[src/hdl/fpli_pkg.sv]
// Shared types, constants and fixed-point helpers for the five-point
// Lagrange interpolator. No dependencies.
package fpli_pkg;

  typedef enum logic {
    MODE_LOAD  = 1'b0,
    MODE_QUERY = 1'b1
  } mode_t;

  typedef enum logic {
    REG_STEP_INVERSE = 1'b0,
    REG_MAX_INDEX    = 1'b1
  } reg_index_t;

  localparam logic [23:0] STEP_INVERSE_RESET = 24'd655360;
  localparam logic [11:0] MAX_INDEX_RESET    = 12'd4092;

  localparam int FRONT_QUEUE_DEPTH  = 4;
  localparam int RESULT_QUEUE_DEPTH = 16;

  // 1/24 in Q0.24
  localparam logic signed [20:0] RECIP_24 = 21'sd699051;
  localparam logic signed [65:0] W_MAX = 66'sd34359738367;
  localparam logic signed [65:0] W_MIN = -66'sd34359738368;

  typedef struct packed {
    logic [23:0] step_inverse;
    logic [11:0] max_index;
  } cfg_t;

  typedef struct packed {
    logic               is_query;
    logic signed [27:0] p;
    logic signed [31:0] sample_real;
    logic signed [31:0] sample_imag;
    logic               last;
  } entry_t;

  typedef struct packed {
    logic signed [31:0] value_real;
    logic signed [31:0] value_imag;
    logic               last;
  } result_t;

  // Saturate to Q12.24.
  function automatic logic signed [35:0] wsat(input logic signed [65:0] x);
    if (x > W_MAX) begin
      return W_MAX[35:0];
    end
    if (x < W_MIN) begin
      return W_MIN[35:0];
    end
    return 36'(x);
  endfunction

  // Round a Q.48 product to Q.24 (half up), then saturate.
  function automatic logic signed [35:0] qround(input logic signed [65:0] x);
    logic signed [65:0] t;
    t = (x + 66'sd8388608) >>> 24;
    return wsat(t);
  endfunction

endpackage

[src/hdl/fpli_front.sv]
// Front section: accept words, drop out-of-range loads, scale the radius,
// pick the clamped centre index and the offset p. Uses fpli_pkg.
module fpli_front #(
  parameter int TABLE_DEPTH = 4096,
  parameter int QUEUE_DEPTH = 4
) (
  input  logic                                clk,
  input  logic                                rst,
  input  logic                                item_valid,
  output logic                                item_stall,
  input  logic                                mode,
  input  logic [11:0]                         load_index,
  input  logic signed [31:0]                  sample_real,
  input  logic signed [31:0]                  sample_imag,
  input  logic [31:0]                         query_r,
  input  logic                                last_query,
  input  fpli_pkg::cfg_t                      cfg,
  input  logic [$clog2(QUEUE_DEPTH+1)-1:0]    q_count,
  output logic                                push,
  output logic [$clog2(TABLE_DEPTH)-1:0]      push_addr,
  output fpli_pkg::entry_t                    push_entry
);
  localparam int AW = $clog2(TABLE_DEPTH);
  localparam logic [24:0] LIMIT_TOP = 25'(TABLE_DEPTH - 4);
  localparam logic signed [57:0] P_MAX = 58'sd134217727;
  localparam logic signed [57:0] P_MIN = -58'sd134217728;

  logic               accept;
  logic               is_query;
  logic               load_ok;

  logic               a_valid;
  logic               a_query;
  logic [11:0]        a_index;
  logic signed [31:0] a_real;
  logic signed [31:0] a_imag;
  logic               a_last;
  logic [55:0]        a_prod;

  logic               b_valid;
  logic               b_query;
  logic [AW-1:0]      b_index;
  logic signed [31:0] b_real;
  logic signed [31:0] b_imag;
  logic               b_last;
  logic [55:0]        b_prod;

  logic [56:0]        rsum;
  logic [24:0]        near;
  logic [24:0]        limit;
  logic [24:0]        centre;
  logic signed [57:0] diff;
  logic signed [57:0] rounded;
  logic signed [27:0] p_sat;

  assign accept   = item_valid && !item_stall;
  assign is_query = (mode == fpli_pkg::MODE_QUERY);
  assign load_ok  = (32'(load_index) < 32'(TABLE_DEPTH));

  // Hold off the sender once words in flight could overrun the queue.
  assign item_stall = (int'(q_count) + int'(a_valid) + int'(b_valid)) >= QUEUE_DEPTH;

  always_ff @(posedge clk) begin
    if (rst) begin
      a_valid <= 1'b0;
      b_valid <= 1'b0;
    end else begin
      a_valid <= accept && (is_query || load_ok);
      b_valid <= a_valid;
    end
  end

  // Nearest index, clamped to 2..min(max_index, depth-4).
  always_comb begin
    rsum   = {1'b0, a_prod} + (57'd1 << 31);
    near   = rsum[56:32];
    limit  = (25'(cfg.max_index) > LIMIT_TOP) ? LIMIT_TOP : 25'(cfg.max_index);
    centre = (near > limit) ? limit : near;
    if (centre < 25'd2) begin
      centre = 25'd2;
    end
  end

  always_ff @(posedge clk) begin
    a_query <= is_query;
    a_index <= load_index;
    a_real  <= sample_real;
    a_imag  <= sample_imag;
    a_last  <= last_query;
    a_prod  <= query_r * cfg.step_inverse;

    b_query <= a_query;
    b_index <= a_query ? AW'(centre) : AW'(a_index);
    b_real  <= a_real;
    b_imag  <= a_imag;
    b_last  <= a_last;
    b_prod  <= a_prod;
  end

  // Offset p = t - i, rounded to Q4.24 and saturated.
  always_comb begin
    diff    = $signed({2'b00, b_prod}) - $signed(58'({b_index, 32'd0}));
    rounded = (diff + 58'sd128) >>> 8;
    if (rounded > P_MAX) begin
      p_sat = P_MAX[27:0];
    end else if (rounded < P_MIN) begin
      p_sat = P_MIN[27:0];
    end else begin
      p_sat = 28'(rounded);
    end
  end

  assign push                   = b_valid;
  assign push_addr              = b_index;
  assign push_entry.is_query    = b_query;
  assign push_entry.p           = p_sat;
  assign push_entry.sample_real = b_real;
  assign push_entry.sample_imag = b_imag;
  assign push_entry.last        = b_last;
endmodule

[config.mk]
export PLATFORM = sky130hd
export DESIGN_NAME = fpli_front
export DESIGN_NICKNAME = d
export VERILOG_FILES = /design/src/hdl/fpli_pkg.sv /design/src/hdl/fpli_front.sv
export SDC_FILE = /design/constraint.sdc
export NUM_CORES = 2
export LEC_CHECK = 0
export ABC_AREA = 1
export ABC_CLOCK_PERIOD_IN_PS = 9300
export BUFFER_PORTS_ARGS = -buffer_cell sky130_fd_sc_hd__buf_2
export CORE_ASPECT_RATIO = 0.75
export CORE_UTILIZATION = 55
export CTS_CLUSTER_DIAMETER = 200
export CTS_CLUSTER_SIZE = 14
export DETAILED_ROUTE_END_ITERATION = 8
export PLACE_DENSITY = 0.74
export REMOVE_ABC_BUFFERS = 1
export SLEW_MARGIN = 20
export SYNTH_ARGS = -nofsm -noshare
export SYNTH_HDL_FRONTEND = slang
export SYNTH_SLANG_ARGS = --single-unit
[constraint.sdc]
create_clock -name clk -period 9.3 [get_ports clk]
set_input_delay 1.86 -clock clk [delete_from_list [all_inputs] [get_ports clk]]
set_output_delay 1.86 -clock clk [all_outputs]
set_load 0.02 [all_outputs]
After elaboration in Yosys (flattened, before gate mapping)
Index checks and enable logic that the tools add are counted.
{"block": "totals", "ff_bits": 270, "latchBits": 0, "ram_bits": 0, "rom_bits": 0, "inputBits": 152, "output_inout_bits": 108, "mem_count": 0}
{"block": "classes", "addsub": 5, "multipliers": 1, "div": 0, "n_lt_le_gt_ge": 6, "n_eq_ne": 0, "shifts": 0, "muxes": 6, "bitwise": 0, "n_reduce_logical": 2}
{"cell": "57-bit by 9-bit adder with 58-bit output, second input constant", "n": 1}
{"cell": "56-bit by 32-bit adder with 57-bit output, second input constant", "n": 1}
{"cell": "56-bit by 44-bit subtractor with 57-bit output", "n": 1}
{"cell": "32-bit by 24-bit multiplier with 56-bit output", "n": 1}
{"cell": "28-bit two-way mux", "n": 2}
{"cell": "50-bit by 28-bit greater-than comparator with 1-bit output, second input constant", "n": 1}
{"cell": "50-bit by 28-bit < comparator with 1-bit output, second input constant", "n": 1}
{"cell": "12-bit two-way mux", "n": 3}
{"cell": "25-bit by 12-bit greater-than comparator with 1-bit output", "n": 1}
{"cell": "25-bit by 2-bit < comparator with 1-bit output, second input constant", "n": 1}
{"cell": "25-bit two-way mux", "n": 1}
{"cell": "12-bit greater-than comparator, second input constant", "n": 1}
{"cell": "4-bit by 1-bit adder with 5-bit output", "n": 1}
{"cell": "5-bit by 3-bit greater-or-equal comparator with 1-bit output, second input constant", "n": 1}
{"cell": "3-bit by 1-bit adder with 4-bit output", "n": 1}
{"cell": "1-bit logical AND", "n": 1}
{"cell": "1-bit logical NOT", "n": 1}

Logic depth before layout (Yosys ltp)
{"block": "depth", "ltp_word": 7, "depth_mapped": 30}

Worst setup path before layout
Ideal clock, no wire load.
{"block": "synth_timing", "path_kind": "input -> register", "start": "input cfg[29] (netlist bit)", "end": "register a_prod[39]", "arrival_time_ps": 7718, "t_required_ps": 9228, "slack_ps": 1511, "stages": 24, "n_path_buf": 1, "cell_sequence": "clkbuf_1 > nand2_1 > fa_1 > inv_1 > fa_1 > inv_1 > fa_1 > inv_1 > fa_1 > fa_1 > fa_1 > inv_1 > fa_1 > inv_1 > ha_1 > nand2_1 > nor2_1 > inv_1 > nor4_1 > a21oi_1 > o21ai_0 > inv_1 > o21ai_0 > xor2_1"}
{"block": "synth_between", "elab_chain_len": 1}
{"item": "from (decl)", "line_no": "fpli_front.sv:17", "text": "input fpli_pkg::cfg_t cfg,"}
{"item": "32-bit by 24-bit multiplier with 56-bit output", "line_no": "fpli_front.sv:90", "text": "a_prod <= query_r * cfg.step_inverse;"}
{"item": "to (signal assigned)", "line_no": "fpli_front.sv:90"}
{"item": "to (decl)", "line_no": "fpli_front.sv:38", "text": "logic [55:0] a_prod;"}
Every way passes these cells.
A chain may end at the register's enable or synchronous reset.

Worst setup path after layout
{"block": "layout_timing", "start": "input cfg[20] (netlist bit)", "end": "register a_prod[39]"}
The elaborated chain is that of the path after synthesis.

==> impl_metrics.py <==
metrics = {
    "outcome": {
        "status": "finished, final reports clean",
    },
    "global_route": {
        "grt_pass1_wl_um": 153000,
        "antenna_found_initial": 0,
        "track_usage": 0.296,
        "grt_max_degree": 33,
        "grt_overflow": 0,
        "grt_pass1_vias": 29511,
    },
    "yosys": {
        "yosysTopAreaCellShare": 0.374,
        "synth-simple-area-share": 0.195,
        "yosys_warnings": 0,
        "yosys.area.top_type": "fa_1",
        "yosysMostFrequentCell": "inv_1",
        "synth_compound_area_frac": 0.0318,
        "synth-seq-cells": 256,
        "synthArstFlopShare": 0,
        "synth.area.mux_share": 0,
        "syn_area_um2": 35200,
        "synth_edf_count": 0,
        "synth-xor-area-share": 0.0246,
        "synth_cells": 4573,
        "yosysSeqAreaShare": 0.145,
        "ys_types": 45,
        "avgSynthCellArea_um2": 7.71,
        "synthFlopType": "dfxtp_1",
        "synthTopCellsByCount": "inv_1, nand2_1, fa_1",
        "synth_top_family_by_area": "adder cells",
        "ys_top_cells_by_area": "fa_1, dfxtp_1, inv_1",
        "synthAdderAreaFrac": 0.447,
    },
    "cts": {
        "numClockSinks": 256,
        "cts_setup_buffers": 0,
        "postCtsResizedCells": 0,
        "cts_buffers": 22,
        "holdBufCountCts": 0,
        "cts_htree_levels": 1,
        "clock_path_buffers": 3,
        "path_clk_slew_ps": 80,
        "clockRootBuffer": "clkbuf_16",
        "clkLatencyLatePin_ps": 520,
        "cts_tree": "built",
    },
    "final_layout": {
        "nNetsFinal": 5768,
        "drive_above_1_share": 0.0804,
        "syn_to_final_growth_pct": 7.65,
        "fill_cells": 5736,
        "n_antenna_cell": 0,
    },
    "routing": {
        "dr.pass1.iters": 6,
        "ant_nets": 0,
        "drt_iter0_markers": 2293,
        "drt-total-wl_um": 92200,
        "viasPerCell": 5.08,
        "routedWlPerCell_um": 16.5,
        "drc": 0,
        "vias": 28458,
    },
    "flow_run": {
        "cap_violations": 0,
    },
    "sta": {
        "rsz0062_at_grt": "false",
        "post-route-period-util": 0.909,
        "fin_worst_skew_ps": 26.6,
        "finalHoldViolations": 0,
        "max_freq_mhz": 118,
        "maxSlewViolCount": 0,
        "slew_headroom": 0.448,
        "tightest_slew_ps": 828,
        "min_period_ps": 8460,
        "finalSetupTns_ps": 0,
        "setup_viol": 0,
    },
    "die": {
        "fp.dieArea_um2": 65100,
        "die_y_um": 221,
        "core_area_um2": 62700,
        "dieWidth_um": 294,
        "row_count": 79,
        "start_util": 0.562,
        "ioPinCount": 260,
    },
    "critical_path": {
        "cp.required_ps": 9730,
        "path_class": "input pin to register",
        "crit_fanout": 25,
        "cp-end-kind": "register",
        "critPathLaunchType": "input pin",
        "crit_arrival_ps": 8890,
    },
    "place": {
        "portBuffers": 259,
        "dp_hpwl_um": 75500,
        "routabilityCongestion": 0.950,
    },
    "min_path": {
        "hold_path_class": "register to register",
    },
}
[layer usage]
metal  up-vias  GRT usage  wire length, um
met5         -          0                0
met2      1224      0.477            42500
li1      13372          -                -
met4         0     0.0571             1740
met1     13711      0.430            40300
met3       151     0.0398             7640
[registers in the layout, summed over array words and instances (netlist names), 12 cells and up]
register,count
a_index,12
a_real,32
push_addr,12
a_prod,49
a_imag,32
b_real,32
b_prod,49
b_imag,32
[final timing paths]
path / slack, ps / depth (start not counted) / from / to
setup / recovery: 840 / 25 / cfg[20] / a_prod[39]$_DFF_P_
hold / removal: 310 / 0 / a_real[7]$_DFF_P_ / b_real[7]$_DFF_P_
setup reg to reg: 5150 / 21 / a_prod[31]$_DFF_P_ / push_addr[1]$_DFF_P_
hold reg to reg: 310 / 0 / a_real[7]$_DFF_P_ / b_real[7]$_DFF_P_
[critical path: stages]
cell and delay, ps:
buf_2 530, buf_4 280, nand2_1 70, inv_1 110, fa_1 410, fa_1 510, inv_1 60, fa_1 510
fa_1 520, inv_1 50, fa_1 480, fa_1 560, inv_1 60, fa_1 550, inv_1 50, ha_1 340
nand2_1 130, nor2_1 170, nand2_1 140, nor4_1 380, a21oi_1 200, o21ai_0 390, inv_1 110, o21ai_0 210
xor2_1 180
[logic make-up (layout without fill, tap and decap cells)]
kind of cell | Yosys count | in the layout
AND/OR/NAND/NOR | 1696 | 1696
AO/OA/AOI/OAI | 202 | 202
adder cells (fa/ha/maj) | 863 | 863
buffers and inverters | 1457 | 1637
XOR/XNOR | 99 | 99
flip-flops | 256 | 256
[area by class of cell]
| cell class | count | area [um^2] | area share |
|---|---|---|---|
| clock inverters | 1 | 11.3 | 0.000297 |
| flip-flops and latches | 256 | 5120 | 0.135 |
| multi-input cells | 2860 | 24600 | 0.649 |
| repair buffers | 301 | 1640 | 0.0431 |
| clock buffers | 23 | 576 | 0.0152 |
| well taps | 850 | 1060 | 0.0280 |
| inverters | 1312 | 4920 | 0.130 |
[layout by cell type, fill, tap and decap left out, types with 7 or more instances in the layout]
master,n
nor3_1,18
nand3_1,123
nor4_1,7
xnor2_1,35
nor2_2,18
o21ai_0,55
a21oi_1,97
nand4_1,35
clkbuf_16,23
dfxtp_1,256
nand2_2,18
fa_1,658
nand2_1,1252
o21a_1,8
buf_4,40
nor2_1,196
nand3b_1,10
xor2_1,64
ha_1,205
a31oi_1,14
buf_2,259
inv_1,1307
o21bai_1,9
[metrics by stage]
stage                     hold WS (ps)  setup slack, ps  instances  cell area (um^2)  utilization
after floorplan                    310             1750       4428             34700            -
after CTS                          310              979       5603             37900        0.605
final                              309              844       5603             37900        0.605
after global routing               324              486       5603             37900        0.605
after detailed placement           312              458       5579             37400        0.596
after global placement             310              675       5579             37400        0.596
Power is left out: the tool's default activity adds up to more than one toggle a clock period on the data nets, which glitch-free logic cannot reach.
