**src/hdl/fpli_queue.sv**
```systemverilog
// Small synchronous FIFO of packed words between pipeline sections.
// Depends on nothing; DEPTH must be a power of two.
module fpli_queue #(
  parameter int DEPTH = 4,
  parameter int WIDTH = 8
) (
  input  logic                       clk,
  input  logic                       rst,
  input  logic                       push,
  input  logic [WIDTH-1:0]           push_data,
  input  logic                       pop,
  output logic [WIDTH-1:0]           pop_data,
  output logic [$clog2(DEPTH+1)-1:0] count,
  output logic                       empty
);
  localparam int PW = $clog2(DEPTH);
  localparam int CW = $clog2(DEPTH + 1);

  logic [WIDTH-1:0] slots [DEPTH];
  logic [PW-1:0]    wr_ptr;
  logic [PW-1:0]    rd_ptr;

  always_ff @(posedge clk) begin
    if (rst) begin
      wr_ptr <= '0;
      rd_ptr <= '0;
      count  <= '0;
    end else begin
      if (push) begin
        wr_ptr <= wr_ptr + PW'(1);
      end
      if (pop) begin
        rd_ptr <= rd_ptr + PW'(1);
      end
      count <= count + CW'(push) - CW'(pop);
    end
  end

  always_ff @(posedge clk) begin
    if (push) begin
      slots[wr_ptr] <= push_data;
    end
  end

  assign pop_data = slots[rd_ptr];
  assign empty    = (count == '0);
endmodule

```
**config.mk**
```make
export PLATFORM = sky130hd
export DESIGN_NAME = fpli_queue
export DESIGN_NICKNAME = d
export VERILOG_FILES = /design/src/hdl/fpli_queue.sv
export SDC_FILE = /design/constraint.sdc
export NUM_CORES = 1
export LEC_CHECK = 0
export BUFFER_PORTS_ARGS = -buffer_cell sky130_fd_sc_hd__buf_2
export CAP_MARGIN = 30
export CORE_ASPECT_RATIO = 1.75
export CORE_MARGIN = 5
export CORE_UTILIZATION = 49
export DETAILED_ROUTE_END_ITERATION = 12
export GPL_ROUTABILITY_DRIVEN = 1
export PLACE_DENSITY = 0.74
export SYNTH_ARGS = -nofsm -noshare
export SYNTH_HDL_FRONTEND = slang
export SYNTH_SLANG_ARGS = --single-unit
```
**constraint.sdc**
```tcl
create_clock -name clk -period 1.7 [get_ports clk]
set_clock_uncertainty 0.05 [all_clocks]
set_input_delay 0.085 -clock clk [delete_from_list [all_inputs] [get_ports clk]]
set_output_delay 0.085 -clock clk [all_outputs]
set_load 0.02 [all_outputs]
```
# Yosys cells after proc, flatten, opt, wreduce, memory -nomap -nowiden

Memory sizes are Yosys's and may differ from the RTL's. A register that Yosys moved wholly into a read port is not among the register bits.
Cells that the tools add are included.
W data, S select, Z words.

Flip-flop bits (word level): 7
Latch bits: 0
RAM bits: 32
ROM bits: 0
Bits of input ports: 12
Output and inout bits: 12
Word-level logic and storage cells: 13
Memories: 1

Memories:

| memory | words | width | rd ports | clocked after Yosys merged registers in | wr ports | RTL line | RTL |
|---|---|---|---|---|---|---|---|
| slots  | 4     | 8     | 1        | 1                                       | 1        | 19       | `logic [WIDTH-1:0] slots [DEPTH];` |

$add $sub $neg: 4
Multiply operators: 0
Div/mod/pow operators: 0
Order comparisons: 0
Equality and inequality tests: 0
Shifts and indexed selects: 0
Muxes and demuxes: 4
Bitwise gates (word level): 0
Reduce and logical (&&, ||, !) cells: 1

Operators by type and width:

| cell                  | count |
|---|---|
| $add A2 B1 Y2 const B | 2 |
| $mux W2               | 2 |
| $add A3 B1 Y3         | 1 |
| $logic_not A3 Y1      | 1 |
| $sub A3 B1 Y3         | 1 |
| $mux W1               | 2 |

# Logic depth before layout (Yosys ltp)

Gate-level depths: netlist of run 1.

Word-level depth: 3
Depth in mapped cells: 7
Depth with buffers taken out: 7

# Worst setup path after synthesis of run 1

OpenSTA, ideal clock, no wires.

Path type: flip-flop to flip-flop
Start: reg count[0]
End: reg count[2]
Arrival time: 1.763 ns
Setup slack: -0.178 ns
Cell stages (with the launch flop): 8
Path buffers: 0
Clock period less this slack: 1.878 ns
Cell sequence: dfxtp_1 -> inv_1 -> ha_1 -> inv_1 -> ha_1 -> fa_1 -> xor3_1 -> nor2_1

Cells in the longest elaborated chain, start to end: 2

RTL lines:

| item                     | RTL line | RTL |
|---|---|---|
| start: declaration       | 13       | `output logic [$clog2(DEPTH+1)-1:0] count,` |
| start signal: assignment | 35       | `count <= count + CW'(push) - CW'(pop);` |
| $add A3 B1 Y3            | 35       |  |
| $sub A3 B1 Y3            | 35       |  |

No other way between the ends.
A chain may end at the register's enable or synchronous reset.

==> results.md, run 1 <==
* Core ar. at 0.00314 mm^2
* Tmin final at 1.61 ns
* Crit path cell chain: buf_6 -> mux4_2 -> buf_4
* I/O Buffers at 23
* #FFs+latches synth at 41
* Post-synth EDFFs at 32
* Highest metal used: met4
* Worst hold margin at 0.0563 ns
* Routability Congestion at 0.687
* Top cells by count, synth: 32 x edfxtp_1, 9 x dfxtp_1, 8 x mux4_2, 6 x ha_1, 6 x inv_1
* Clk root buf: clkbuf_8
* Final core occ at 62.7%
* Pre-antenna DRT Iters at 4
* Die boundary height at 85.4 um
* Final Hold Viols at 0
* Chip Width at 53.1 um
* Slowest stage cell, crit path: mux4_2
* Post-synthesis sequential area ratio at 71.8%
* Clk_lat worst skew at 0.29 ns
* RSZ-0062 raised after global routing: no
* Clock Sink Count at 41
* WL/cell at 14.7 um
* N_diodes at 0
* IO Count at 24
* Leakage at 0.735 nW
* Antenna Nets Post-Route at 0
* Vias per inst at 4.90
* Data arrival, critical path at 1.47 ns
* Slew headroom at 71.6%
* # setup viols final at 0
* Largest net degree at the start of global routing at 15
* Hold Path Class: input pin to flip-flop
* Cells after Synth at 83
* Period utilisation layout at 94.7%
* Wl on met1 at 922 um
* Buffers & Inverters on Critical Path at 2
* Post-place setup slack at 0.103 ns
* Netlist cell types at 18
* Most frequent cell after synthesis: edfxtp_1
* WS Path Type: flip-flop to primary output
* FP Rows at 27
* Tot GR Track Use at 12.7%
* Met2 routed WL at 1300 um
* CP Capture Type: primary output
* Die area at 0.00453 mm^2
* CP max stage delay at 0.51 ns
* Post-synth ARST share at 0%
* DP HPWL at 1710 um
* Max_cap viols at 0
* H-tree depth at 2
* Num CTS Buffers at 5
* Worst vdd ir at 0.000876 V
* Fin. max-slew vios at 0
* Leading area contributor after synthesis: edfxtp_1
* DRC Markers at 0
* Fmax at 621 MHz
* DR WL met3 at 136 um
* First-pass GRT wire length at 3930 um
* Via Count at 808
* Synth warnings at 0
* Largest cells by area after synthesis: edfxtp_1 60%, dfxtp_1 11%, mux4_2 11%
* Initial core utilization at 50.6%
* P&R area growth vs syn at 23.9%
* Mapped Nets at 102
* Worst EP required at 1.56 ns
* Routed WL at 2430 um
* CP max FO at 8
* Synth Flop Type: edfxtp_1
* Pwr/cell area at 1190 mW/mm^2
* Largest delay share family, worst path: multiplexers
* Number of DRC markers in iteration 0 at 24
* Worst Setup Slack, final at 0.0905 ns
* Grt ovf at 0
* Post-layout net count at 140
* Initial antenna violation count at 0
* Status: completed
* Mean Syn Cell Area at 19.2 um^2
* Post-Syn Area at 0.00159 mm^2
* Post-synth top area share at 60.4%
* Least-Margin Pin Slew at 0.426 ns
* Total Negative Setup Slacks at 0 ns
* Max clock buf depth at 2
* CTS clk-pin slew, worst paths at 0.08 ns
* CTS tree: yes
* Vias in the first global route at 861
* Setup crit start kind: flip-flop
* Share of layout cells above drive strength 1 at 36.9%
==> timing repair <==
item                                   4_1_cts  5_1_grt
setup endpoints to repair                    0        8
hold buffers                                 9        0
gates resized for setup                      0        3
endpoints found under the hold margin       33        0
buffers inserted                             0        0
==> cell families after synthesis <==
group	synth area share (%)
AOI/OAI and AO/OA	0.944
xor gates and xnor gates	2.60
adders and majority gates	5.98
buffers and inverters	2.44
DFF	71.8
muxes	12.0
and+or+nand+nor	4.33
==> power breakdown <==
part           switching (mW)  internal, mW  total, mW
logic                   0.194         0.188      0.382
clock network           0.334         0.440      0.774
registers              0.0407          1.15       1.19
==> stage by stage <==
step	power (mW)	instance area (um^2)	cells
6_report	2.35	1970	165
3_3_place_gp	1.56	1760	148
2_1_floorplan	1.47	1600	83
4_1_cts	2.37	1960	165
3_5_place_dp	1.59	1760	148
5_1_grt	2.45	1970	165
==> cells in the final DEF, fill, tap and decap left out, types with 2 or more instances in the layout <==
cell type | netlist | layout
ha_1 | 6 | 5
mux4_2 | 8 | 8
and2_1 | 4 | 4
edfxtp_1 | 32 | 32
clkbuf_8 | 0 | 5
dfxtp_1 | 9 | 7
nor2b_1 | 2 | 2
dlygate4sd3_1 | 0 | 9
buf_2 | 0 | 22
nor2_1 | 5 | 5
inv_1 | 6 | 6
xnor2_1 | 2 | 2
==> final cells by class <==
type | instances | area [um^2]
fillers | 241 | 1170
flip-flops and latches | 41 | 1150
multi-input cells | 34 | 415
repair buffers | 33 | 219
clock buffers | 5 | 68.8
well taps | 43 | 53.8
clock inverters | 3 | 45.0
inverters | 6 | 22.5
==> worst paths after layout <==
kind	start	to	slack, ns	cells past startpoint
worst max-delay path	flip-flop	pop_data[5]	0.09	3
worst min register to register	rd_ptr[0]	rd_ptr[1]	0.50	2
worst min-delay path	pop	flip-flop	0.06	3
worst max register to register	count[0]	count[1]	0.10	6
==> worst register-to-register path, cell delays in order, from the launching register on <==
cell     delay, ns
dfxtp_4       0.35
inv_1         0.04
ha_1          0.26
inv_1         0.04
ha_2          0.17
fa_2          0.51
nor2b_1       0.12
==> metal layers <==
layer | vias up | global-route usage [%]
li1 | 383 | -
met1 | 399 | 13.3
met2 | 21 | 20.6
met3 | 5 | 5.10
met4 | 0 | 7.67
met5 | - | 0
==> flip-flops by register name, indices dropped and copies added (netlist names), named ones only <==
register / flops
count: 3
rd_ptr: 2
slots: 32
wr_ptr: 2
(Power assumes the default switching activity.)
==> run 2, diff against run 1 <==
==> constraint.sdc (replaced) <==
create_clock -name clk -period 1.7 [get_ports clk]
set_clock_uncertainty 0.05 [all_clocks]
set_input_delay 0.34 -clock clk [delete_from_list [all_inputs] [get_ports clk]]
set_output_delay 0.34 -clock clk [all_outputs]
set_load 0.02 [all_outputs]
==> run 2 against run 1 <==
Compared with the run above: the run now ends with setup timing left; critical endpoint is now pop_data[6]; worst setup slack worse by 0.21 ns; core utilization is 1.0 points lower; combinational power rose by 9.7%; highest routed layer unchanged; cell count fell by 4.2%; largest cell class unchanged; first-iteration DRC count is 46% lower.
==> results.md, run 2 (same netlist as run 1, synthesis figures left out) <==
* Setup crit start kind: flip-flop
* Data arrival, critical path at 1.43 ns (-0.04 ns)
* Final Power at 2.29 mW (-2.6%)
* Most common cell after layout, fill and taps aside: edfxtp_1
* Fmax at 551 MHz (-11%)
* Clk_lat worst skew at 0.29 ns (about the same)
* Clock power frac at 29.3% (-3.6 points)
* Worst vdd ir at 0.000730 V (-17%)
* Routed WL at 2590 um (+6.8%)
* WL/cell at 16.4 um (+12%)
* IO Count at 24 (unchanged)
* Violated checks: setup timing
* Share of layout cells above drive strength 1 at 40.9% (+4.0 points)
* Max clock buf depth at 2 (unchanged)
* Commonest cells after routing, fill and taps aside: 32 x edfxtp_1, 15 x buf_2, 8 x mux4_2, 8 x buf_6
* I/O Buffers at 23 (unchanged)
* Reg-to-reg slack, setup at 0.09 ns (about the same)
* Least-Margin Pin Slew at 0.450 ns (+0.0241 ns)
* Clock Sink Count at 41 (unchanged)
* N_diodes at 0 (unchanged)
* Die boundary height at 85.4 um (unchanged)
* Vias in the first global route at 849 (-1.4%)
* Via Count at 799 (-1.1%)
* Pwr/cell area at 1180 mW/mm^2 (-1.0%)
* Sw Ratio at 24.1% (-0.099 points)
* WS Path Type: flip-flop to primary output
* Number of DRC markers in iteration 0 at 13 (-46%)
* Clk root buf: clkbuf_8
* Reg power frac at 52.3% (+1.5 points)
* P_int at 1.74 mW (-2.5%)
* Post-layout net count at 133 (-5.0%)
* Core ar. at 0.00314 mm^2 (unchanged)
* Tmin final at 1.82 ns (+0.206 ns)
* Hold Path Class: input pin to flip-flop
* R2r endpoint: count[2]
* Hold path startpoint: push_data[1]
* Reg area at 0.00115 mm^2 (unchanged)
* Vias per inst at 5.06 (+3.3%)
* P&R area growth vs syn at 22.0%
* Combinational cell fraction of total power at 18.3% (+2.1 points)
* CTS tree: yes
* Area of the multi-input gates at 415 um^2 (unchanged)
* CTS clk-pin slew, worst paths at 0.07 ns (about the same)
* Worst R2R Start: count[0]
* RSZ-0062 raised after global routing: yes
* H-tree depth at 2 (unchanged)
* Num CTS Buffers at 5 (unchanged)
* DP HPWL at 1700 um (-0.71%)
* Tot GR Track Use at 13.0% (+0.34 points)
* Fill cell count at 239 (-0.83%)
* Period utilisation layout at 107% (+12 points)
* Largest net degree at the start of global routing at 13 (-2)
* Fin. max-slew vios at 0 (unchanged)
* Largest Register: slots
* Grt ovf at 0 (unchanged)
* Slew headroom at 70.0% (-1.6 points)
* Initial antenna violation count at 0 (unchanged)
* Chip Width at 53.1 um (unchanged)
* Hold buffers post-CTS at 0 (-9)
* Worst Hold End: slots[2][1]
* WHS Path Cells at 1 (-2)
* Initial core utilization at 50.6% (unchanged)
* Final core occ at 61.7% (-1.0 points)
* Leakage at 0.721 nW (-1.8%)
* DRC Markers at 0 (unchanged)
* # setup viols final at 8 (+8)
* Worst EP required at 1.31 ns (-0.25 ns)
* Routability Congestion at 0.645 (-6.2%)
* Worst Setup Slack, final at -0.115 ns (-0.206 ns)
* Die area at 0.00453 mm^2 (unchanged)
* Switching power at 0.551 mW (-3.0%)
* Largest regs: slots: 32 flops, count: 3 flops
* Pre-antenna DRT Iters at 4 (unchanged)
* CP max FO at 8 (unchanged)
* CP Capture Type: primary output
* First-pass GRT wire length at 4050 um (+3.0%)
* Antenna Nets Post-Route at 0 (unchanged)
* Largest register FFs at 32 (unchanged)
* FP Rows at 27 (unchanged)
* Status: finished, violations left
* Max_cap viols at 0 (unchanged)
* Final Hold Viols at 0 (unchanged)
* Reg2Reg Depth at 7 (+1)
[run 2: what timing repair did]
action,in CTS,in global routing
gates resized for setup,17,0
setup buffers,0,1
endpoints found under the setup margin,8,9
pin swaps,0,1
[run 2: layout make-up]
type / count / share of cell area (%)
sequential: 41 / 59.1
multi-input combinational: 34 / 21.4
timing repair buffer: 26 / 10.3
clock buffer: 7 / 4.97
tap: 43 / 2.77
inverter: 6 / 1.16
clock inverter: 1 / 0.258
[run 2: worst max-delay path, stage by stage (launching register included)]
cell and delay (ns):
dfxtp_2 0.34, buf_12 0.14, mux4_2 0.51, buf_6 0.15
[run 2: per-stage QoR]
step           setup slack (ns)  setup TNS (ns)  area, um^2  cells  hold slack (ns)
2_1_floorplan             0.113               0        1600     83            0.352
5_1_grt                  -0.168           -1.23        1940    158            0.209
3_3_place_gp             0.0360               0        1780    149            0.468
4_1_cts                  -0.137           -1.03        1930    157            0.206
6_report                 -0.115          -0.859        1940    158            0.217
3_5_place_dp            0.00239               0        1780    149            0.497
[run 2: worst max-delay path by stage]
stage	slack, ns	endpoint	start
floorplan	0.11	count[1]	count[0]
global placement	0.04	count[1]	pop
detailed placement	0.002	count[1]	pop
CTS	-0.14	pop_data[6]	flip-flop
global route	-0.17	pop_data[5]	flip-flop
finish	-0.12	pop_data[6]	flip-flop
[run 2: per-layer routing]
| metal | GRT usage (%) | share of wire, % | up-vias |
|---|---|---|---|
| met5 | 0 | 0 | - |
| met4 | 6.98 | 2.5 | 0 |
| met3 | 3.69 | 5.3 | 6 |
| met2 | 22.7 | 58 | 21 |
| met1 | 13.5 | 34 | 403 |
| li1 | - | - | 369 |
[run 2: power by group through the flow]
stage | clock network [mW] | logic (mW) | registers (mW)
after floorplan | 0 | 0.240 | 1.23
after global placement | 0 | 0.364 | 1.21
after detailed placement | 0 | 0.379 | 1.22
after CTS | 0.689 | 0.419 | 1.20
after global routing | 0.743 | 0.456 | 1.20
final | 0.671 | 0.419 | 1.20
